===== src/rtl/core/amob_pkg.sv =====
package amob_pkg;

    localparam int unsigned PIX_W    = 32;
    localparam int unsigned CH_W     = 8;
    localparam int unsigned N_CH     = PIX_W / CH_W;
    localparam int unsigned CFG_IDX_W = 2;

    // register indexes
    localparam logic [CFG_IDX_W-1:0] CFG_COLOR = 2'd0;
    localparam logic [CFG_IDX_W-1:0] CFG_MODE  = 2'd1;

    // blend modes; the spare code falls back to general
    localparam logic [1:0] MODE_GENERAL = 2'd0;
    localparam logic [1:0] MODE_OPAQUE  = 2'd1;
    localparam logic [1:0] MODE_ALPHA   = 2'd2;

    localparam logic [PIX_W-1:0] COLOR_RESET = 32'hffff_ffff;
    localparam logic [CH_W-1:0]  CH_MAX      = 8'hff;

    typedef struct packed {
        logic [PIX_W-1:0] color;
        logic             opaque;
        logic             alpha_only;
    } t_blend_ctl;

    // word leaving the colour scale stage
    typedef struct packed {
        logic [PIX_W-1:0] sc;
        logic [PIX_W-1:0] dst;
        logic             opaque;
        logic             last;
    } t_sc_word;

    // word leaving the destination weight stage
    typedef struct packed {
        logic [PIX_W-1:0] sc;
        logic [PIX_W-1:0] dw;
        logic             opaque;
        logic             last;
    } t_wt_word;

endpackage


===== src/rtl/core/amob_scale.sv =====
module amob_scale (
    input  logic                           i_clk,
    input  logic                           i_rst_n,
    input  amob_pkg::t_blend_ctl           i_ctl,
    input  logic                           i_valid,
    output logic                           o_ready,
    input  logic [amob_pkg::PIX_W-1:0]     i_src,
    input  logic [amob_pkg::PIX_W-1:0]     i_dst,
    input  logic                           i_last,
    output logic                           o_valid,
    input  logic                           i_ready,
    output amob_pkg::t_sc_word             o_word
);
    import amob_pkg::*;

    logic     r_valid;
    t_sc_word r_word;
    t_sc_word n_word;

    assign o_ready = !r_valid || i_ready;
    assign o_valid = r_valid;
    assign o_word  = r_word;

    // sc = (s*c + 255) >> 8, or s*(ca+1) >> 8 in alpha-only mode
    always_comb begin
        logic [CH_W:0]     k;
        logic [2*CH_W-1:0] prod;
        n_word        = '0;
        n_word.dst    = i_dst;
        n_word.opaque = i_ctl.opaque;
        n_word.last   = i_last;
        for (int i = 0; i < N_CH; i++) begin
            if (i_ctl.alpha_only) begin
                k    = {1'b0, i_ctl.color[PIX_W-1 -: CH_W]} + 9'd1;
                prod = {8'd0, i_src[i*CH_W +: CH_W]} * {7'd0, k};
            end else begin
                k    = {1'b0, i_ctl.color[i*CH_W +: CH_W]};
                prod = {8'd0, i_src[i*CH_W +: CH_W]} * {7'd0, k} + {8'd0, CH_MAX};
            end
            n_word.sc[i*CH_W +: CH_W] = prod[2*CH_W-1:CH_W];
        end
    end

    always_ff @(posedge i_clk) begin
        if (!i_rst_n) begin
            r_valid <= 1'b0;
        end else if (o_ready) begin
            r_valid <= i_valid;
        end
    end

    always_ff @(posedge i_clk) begin
        if (o_ready && i_valid) begin
            r_word <= n_word;
        end
    end

endmodule


===== src/rtl/core/amob_weigh.sv =====
module amob_weigh (
    input  logic                 i_clk,
    input  logic                 i_rst_n,
    input  logic                 i_valid,
    output logic                 o_ready,
    input  amob_pkg::t_sc_word   i_word,
    output logic                 o_valid,
    input  logic                 i_ready,
    output amob_pkg::t_wt_word   o_word
);
    import amob_pkg::*;

    logic     r_valid;
    t_wt_word r_word;
    t_wt_word n_word;

    assign o_ready = !r_valid || i_ready;
    assign o_valid = r_valid;
    assign o_word  = r_word;

    // destination weighted by 256 - scaled alpha
    always_comb begin
        logic [CH_W:0]     w;
        logic [2*CH_W-1:0] prod;
        n_word        = '0;
        n_word.sc     = i_word.sc;
        n_word.opaque = i_word.opaque;
        n_word.last   = i_word.last;
        w = 9'd256 - {1'b0, i_word.sc[PIX_W-1 -: CH_W]};
        for (int i = 0; i < N_CH; i++) begin
            prod = {8'd0, i_word.dst[i*CH_W +: CH_W]} * {7'd0, w};
            n_word.dw[i*CH_W +: CH_W] = prod[2*CH_W-1:CH_W];
        end
    end

    always_ff @(posedge i_clk) begin
        if (!i_rst_n) begin
            r_valid <= 1'b0;
        end else if (o_ready) begin
            r_valid <= i_valid;
        end
    end

    always_ff @(posedge i_clk) begin
        if (o_ready && i_valid) begin
            r_word <= n_word;
        end
    end

endmodule


===== src/rtl/core/amob_sum.sv =====
module amob_sum (
    input  logic                         i_clk,
    input  logic                         i_rst_n,
    input  logic                         i_valid,
    output logic                         o_ready,
    input  amob_pkg::t_wt_word           i_word,
    output logic                         o_valid,
    input  logic                         i_ready,
    output logic [amob_pkg::PIX_W-1:0]   o_pixel,
    output logic                         o_last
);
    import amob_pkg::*;

    logic             r_valid;
    logic [PIX_W-1:0] r_pixel;
    logic             r_last;
    logic [PIX_W-1:0] n_pixel;

    assign o_ready = !r_valid || i_ready;
    assign o_valid = r_valid;
    assign o_pixel = r_pixel;
    assign o_last  = r_last;

    always_comb begin
        logic [CH_W:0] v;
        n_pixel = '0;
        for (int i = 0; i < N_CH; i++) begin
            v = {1'b0, i_word.sc[i*CH_W +: CH_W]} + {1'b0, i_word.dw[i*CH_W +: CH_W]};
            n_pixel[i*CH_W +: CH_W] = v[CH_W] ? CH_MAX : v[CH_W-1:0];
        end
        // opaque: full alpha over the scaled source, destination unused
        if (i_word.opaque) begin
            n_pixel = {CH_MAX, i_word.sc[PIX_W-CH_W-1:0]};
        end
    end

    always_ff @(posedge i_clk) begin
        if (!i_rst_n) begin
            r_valid <= 1'b0;
        end else if (o_ready) begin
            r_valid <= i_valid;
        end
    end

    always_ff @(posedge i_clk) begin
        if (o_ready && i_valid) begin
            r_pixel <= n_pixel;
            r_last  <= i_word.last;
        end
    end

endmodule


===== src/rtl/core/argb_color_modulated_over_blend.sv =====
// Premultiplied ARGB8888 source-over blend with colour modulation.
// Input channel: i_in_valid / o_in_ready carry one word of i_src_pixel,
// i_dst_pixel and i_span_last. Output channel: o_out_valid / i_out_ready
// carry o_out_pixel and o_out_last, one word per input word, in order.
// Configuration: i_cfg_valid / o_cfg_ready with i_cfg_index and
// i_cfg_data; index 0 is the modulation colour, index 1 the blend mode.
// The port is always ready; write only while no pixel is in flight.
// Each word passes through three register stages in order: colour scale,
// destination weight, saturating sum.
// Throughput is one pixel per cycle with no bubbles while i_out_ready is high.
// When the receiver stalls, words pile up in the stages; o_in_ready falls
// only once all three stages hold a word, and nothing is lost or repeated.
// Reset (synchronous, active low) empties the pipeline, sets the colour
// to all ones and the mode to general.
module argb_color_modulated_over_blend (
    input  logic                                  i_clk,
    input  logic                                  i_rst_n,
    input  logic                                  i_cfg_valid,
    output logic                                  o_cfg_ready,
    input  logic [amob_pkg::CFG_IDX_W-1:0]        i_cfg_index,
    input  logic [amob_pkg::PIX_W-1:0]            i_cfg_data,
    input  logic                                  i_in_valid,
    output logic                                  o_in_ready,
    input  logic [amob_pkg::PIX_W-1:0]            i_src_pixel,
    input  logic [amob_pkg::PIX_W-1:0]            i_dst_pixel,
    input  logic                                  i_span_last,
    output logic                                  o_out_valid,
    input  logic                                  i_out_ready,
    output logic [amob_pkg::PIX_W-1:0]            o_out_pixel,
    output logic                                  o_out_last
);
    import amob_pkg::*;

    logic [PIX_W-1:0] r_color;
    logic [1:0]       r_mode;
    t_blend_ctl       ctl;

    logic     sc_valid, sc_ready;
    t_sc_word sc_word;
    logic     wt_valid, wt_ready;
    t_wt_word wt_word;

    assign o_cfg_ready = 1'b1;

    always_ff @(posedge i_clk) begin
        if (!i_rst_n) begin
            r_color <= COLOR_RESET;
            r_mode  <= MODE_GENERAL;
        end else if (i_cfg_valid && o_cfg_ready) begin
            case (i_cfg_index)
                CFG_COLOR: r_color <= i_cfg_data;
                CFG_MODE:  r_mode  <= i_cfg_data[1:0];
                default: ;
            endcase
        end
    end

    always_comb begin
        ctl.color      = r_color;
        ctl.opaque     = 1'b0;
        ctl.alpha_only = 1'b0;
        case (r_mode)
            MODE_OPAQUE: ctl.opaque     = 1'b1;
            MODE_ALPHA:  ctl.alpha_only = 1'b1;
            default: ;
        endcase
    end

    amob_scale u_scale (
        .i_clk   (i_clk),
        .i_rst_n (i_rst_n),
        .i_ctl   (ctl),
        .i_valid (i_in_valid),
        .o_ready (o_in_ready),
        .i_src   (i_src_pixel),
        .i_dst   (i_dst_pixel),
        .i_last  (i_span_last),
        .o_valid (sc_valid),
        .i_ready (sc_ready),
        .o_word  (sc_word)
    );

    amob_weigh u_weigh (
        .i_clk   (i_clk),
        .i_rst_n (i_rst_n),
        .i_valid (sc_valid),
        .o_ready (sc_ready),
        .i_word  (sc_word),
        .o_valid (wt_valid),
        .i_ready (wt_ready),
        .o_word  (wt_word)
    );

    amob_sum u_sum (
        .i_clk   (i_clk),
        .i_rst_n (i_rst_n),
        .i_valid (wt_valid),
        .o_ready (wt_ready),
        .i_word  (wt_word),
        .o_valid (o_out_valid),
        .i_ready (i_out_ready),
        .o_pixel (o_out_pixel),
        .o_last  (o_out_last)
    );

`ifndef SYNTH
    // back-pressure only reaches the input once every stage is full
    a_full_stall: assert property (@(posedge i_clk) disable iff (!i_rst_n)
        !o_in_ready |-> (o_out_valid && !i_out_ready && wt_valid && sc_valid))
        else $error("input stalled while a stage is empty");

    // opaque mode always writes full alpha
    a_opaque_alpha: assert property (@(posedge i_clk) disable iff (!i_rst_n)
        (o_out_valid && r_mode == MODE_OPAQUE) |-> (o_out_pixel[PIX_W-1 -: CH_W] == CH_MAX))
        else $error("opaque mode result without full alpha");

    // a word held in the weight stage moves on as soon as the output frees
    a_weigh_drain: assert property (@(posedge i_clk) disable iff (!i_rst_n)
        (wt_valid && !o_out_valid) |=> o_out_valid)
        else $error("weighted word not advanced into empty output stage");
`endif

endmodule

===== config.mk =====
export PLATFORM = sky130hd
export DESIGN_NAME = argb_color_modulated_over_blend
export DESIGN_NICKNAME = d
export VERILOG_FILES = /design/src/rtl/core/amob_pkg.sv /design/src/rtl/core/amob_scale.sv /design/src/rtl/core/amob_weigh.sv /design/src/rtl/core/amob_sum.sv /design/src/rtl/core/argb_color_modulated_over_blend.sv
export SDC_FILE = /design/constraint.sdc
export NUM_CORES = 2
export LEC_CHECK = 0
export ABC_AREA = 1
export BUFFER_PORTS_ARGS = -buffer_cell sky130_fd_sc_hd__buf_4
export CAP_MARGIN = 30
export CORE_ASPECT_RATIO = 1.4
export CORE_UTILIZATION = 45
export DETAILED_ROUTE_END_ITERATION = 7
export PLACE_DENSITY = 0.7
export SLEW_MARGIN = 20
export SYNTH_ARGS = -nofsm -noshare
export SYNTH_HDL_FRONTEND = slang
export SYNTH_SLANG_ARGS = --single-unit

===== constraint.sdc =====
create_clock -name i_clk -period 15.3 [get_ports i_clk]
set_input_delay 0 -clock i_clk [delete_from_list [all_inputs] [get_ports i_clk]]
set_output_delay 0 -clock i_clk [all_outputs]
set_load 0.01 [all_outputs]

==> impl_results.md <==
* Hold Path Origin: i_dst_pixel[25]
* Critical Path RT at 15.65 ns
* 1st-pass router iterations at 6
* Port bufs at 138
* # IOs at 140
* GRT Total Usage at 24.1%
* Element type at the critical path end: flip-flop
* Buffers & Inverters on Critical Path at 6
* Worst slew margin at 39.2%
* Post-cts sizing count at 0
* Via density at 5.10
* Slowest cell on crit path: nor2_1
* Starting density of the core at 45.6%
* Synth-to-Final Area Change at 11.8%
* Initial antenna violation count at 2
* Final WL at 92800 um
* Rows at 121
* FFs w/ async S/R, synth at 0%
* Syn Inst Count at 4645
* H-tree Lvls at 1
* # DRC at 0
* Antenna viol nets, final at 0
* Synth top area share at 27.4%
* Initial DRC count at 1504
* Die width at 240 um
* Slowest stage delay, CP at 0.62 ns
* Largest net degree at the start of global routing at 67
* Layout cell share with drive strength beyond 1 at 5.36%
* RePlAce Congestion at 0.894
* Core region area at 78100 um^2
* Slew @ Worst Pin at 0.910 ns
* Total Nets Final at 5840
* CTS Buffer Depth at 3
* WS Path Type: reg2reg
* Worst hold path class: in2reg
* Reg-to-reg slack, setup at 9.26 ns
* Vias in the first global route at 31888
* RSZ-0062 raised after global routing: no
* Worst hold stages at 2
* Clk Latency, worst-skew pair at 0.61 ns
* Fill count at 7553
* Yosys warns at 0
* Reg2Reg Capture Point: u_weigh.o_word[33]
* Overflow after GRT at 0
* Sequential-to-total area share from yosys stat at 16.0%
* Inserted Clock Buffers at 28
* Largest area contributor in the netlist: fa_1
* Hold buffers post-CTS at 121
* WL per Instance at 15.7 um
* Hold EP: u_scale.o_word[27]
* Worst path arrival time at 6.40 ns
* Global-route wire length before repair at 155000 um
* Syn Std Cell Area at 35600 um^2
* Fin. Hold Viols at 0
* Run status: complete, no violations
* Crit Reg-Reg Startpoint: u_scale.o_word[58]
* Final Max Tran Viols at 0
* Critical path, cell by cell: buf_4 -> inv_1 -> ha_1 -> nand3_1 -> nor2_1 -> inv_1 -> buf_4 -> nor2_1 -> fa_1 -> fa_1 -> fa_1 -> inv_1 -> fa_1 -> inv_1 -> ha_1 -> a21oi_1 -> o21ai_0 -> a21oi_1 -> nand2_1 -> nand2_1 -> nand2_1
* Netlist cell types at 42
* Number of flops mapped to enable cells by yosys at 165
* TritonCTS clock tree: yes
* Top Family by Delay on Critical Path: adder cells
* Max FO, Critical Path at 32
* Synthesized Nets at 5655
* FF-to-FF path depth at 21
* Die area at 80300 um^2
* Vias post-DR at 30077
* Yosys reg bits at 202
* Die height at 335 um
* Achievable Freq at 165 MHz
* Largest cells by area after synthesis: fa_1, ha_1, edfxtp_1
* Setup TNS at 0 ns
* Most frequent cells in the layout: nand2_1, inv_1, nor2_1
* CTS sink count at 202
* Final min period at 6.04 ns
* CTS Root Cell: clkbuf_16
* Synth Flop Type: edfxtp_1
* Fin Clk Skew at 0.0292 ns
* MaxCap Viol Count at 0
* CTS clk-pin slew, worst paths at 0.07 ns
* Setup violators final at 0
* Commonest non-fill, non-tap cell in the layout: nand2_1
* Post-CTS Setup Inserts at 0
* Post-DP HPWL at 73700 um
* Period Utilization, post-route at 39.5%
* Crit start category: flip-flop
* Avg Cell Area, Syn at 7.67 um^2
worst max path at each step:
| stage | to | depth (start not counted) | slack [ns] | startpoint |
|---|---|---|---|---|
| 6_report | u_weigh.o_word[33] | 21 | 9.26 | u_scale.o_word[58] |
| 5_1_grt | u_weigh.o_word[33] | 21 | 8.96 | u_scale.o_word[58] |
| 4_1_cts | u_scale.o_word[56] | 20 | 9.20 | r_color[24] |
| 3_5_place_dp | u_scale.o_word[40] | 20 | 9.21 | r_color[24] |
| 3_3_place_gp | u_weigh.o_word[17] | 21 | 9.23 | u_scale.o_word[58] |
| 2_1_floorplan | u_weigh.o_word[13] | 21 | 10.04 | u_scale.o_word[58] |
sequential cells by signal, summed over array words and instances (netlist names):
name,flops
r_color,32
r_mode,2
u_scale.o_valid,1
u_scale.o_word,66
u_sum.o_last,1
u_sum.o_pixel,32
u_sum.o_valid,1
u_weigh.o_valid,1
u_weigh.o_word,66
per-layer routing:
| metal | global-route usage (%) | up-vias | part of all wire, % |
|---|---|---|---|
| met4 | 10.3 | 4 | 4.2 |
| met1 | 26.5 | 14588 | 38 |
| met5 | 0 | - | 0.037 |
| li1 | - | 14496 | - |
| met2 | 45.9 | 764 | 53 |
| met3 | 2.88 | 225 | 4.8 |
synthesized netlist by cell type (all sizes together) (2+ instances only):
cell / n
a21o: 16
a21oi: 150
a31oi: 19
and2: 2
and3: 2
buf: 53
clkbuf: 74
dfxtp: 37
edfxtp: 165
fa: 488
ha: 418
inv: 1070
nand2: 1111
nand3: 214
nand3b: 14
nand4: 36
nor2: 534
nor3: 13
nor3b: 3
nor4: 11
o211ai: 6
o21a: 13
o21ai: 97
o21bai: 16
o31ai: 2
or2: 2
xnor2: 29
xor2: 46
cell families (layout without fill, tap and decap cells):
logic type | count (synthesis) | after routing | synth area share (%)
buffers and inverters | 1198 | 1405 | 12.9
XOR/XNOR | 75 | 75 | 1.87
AND/OR/NAND/NOR | 1942 | 1942 | 22.1
adder cells (fa/ha/maj) | 906 | 906 | 42.1
flip-flops | 202 | 202 | 16.0
other | 1 | 2 | 0.0105
AO/OA/AOI/OAI | 321 | 321 | 4.98
final cells by class:
cell class / count / area, um^2 / area share, %
repair buffers: 282 / 2490 / 6.25
flip-flops and latches: 202 / 5700 / 14.3
well taps: 1045 / 1310 / 3.28
clock buffers: 35 / 737 / 1.85
diodes: 1 / 2.50 / 0.00629
clock inverters: 17 / 221 / 0.556
inverters: 1071 / 4020 / 10.1
multi-input cells: 3245 / 25300 / 63.6
per-stage QoR:
step	hold slack [ns]	instances	utilization, %	cell area [um^2]	setup WS [ns]
detailed placement	0.180	5717	48.0	37500	9.21
finish	0.108	5898	51.0	39800	9.26
global route	0.117	5897	51.0	39800	8.96
CTS	0.0887	5890	50.8	39700	9.20
floorplan	0.0989	4645	-	35600	10.04
global placement	0.179	5717	48.0	37500	9.23
Power is not shown: default switching activity piles up to over one toggle a cycle in this logic, so the estimate is an artifact.
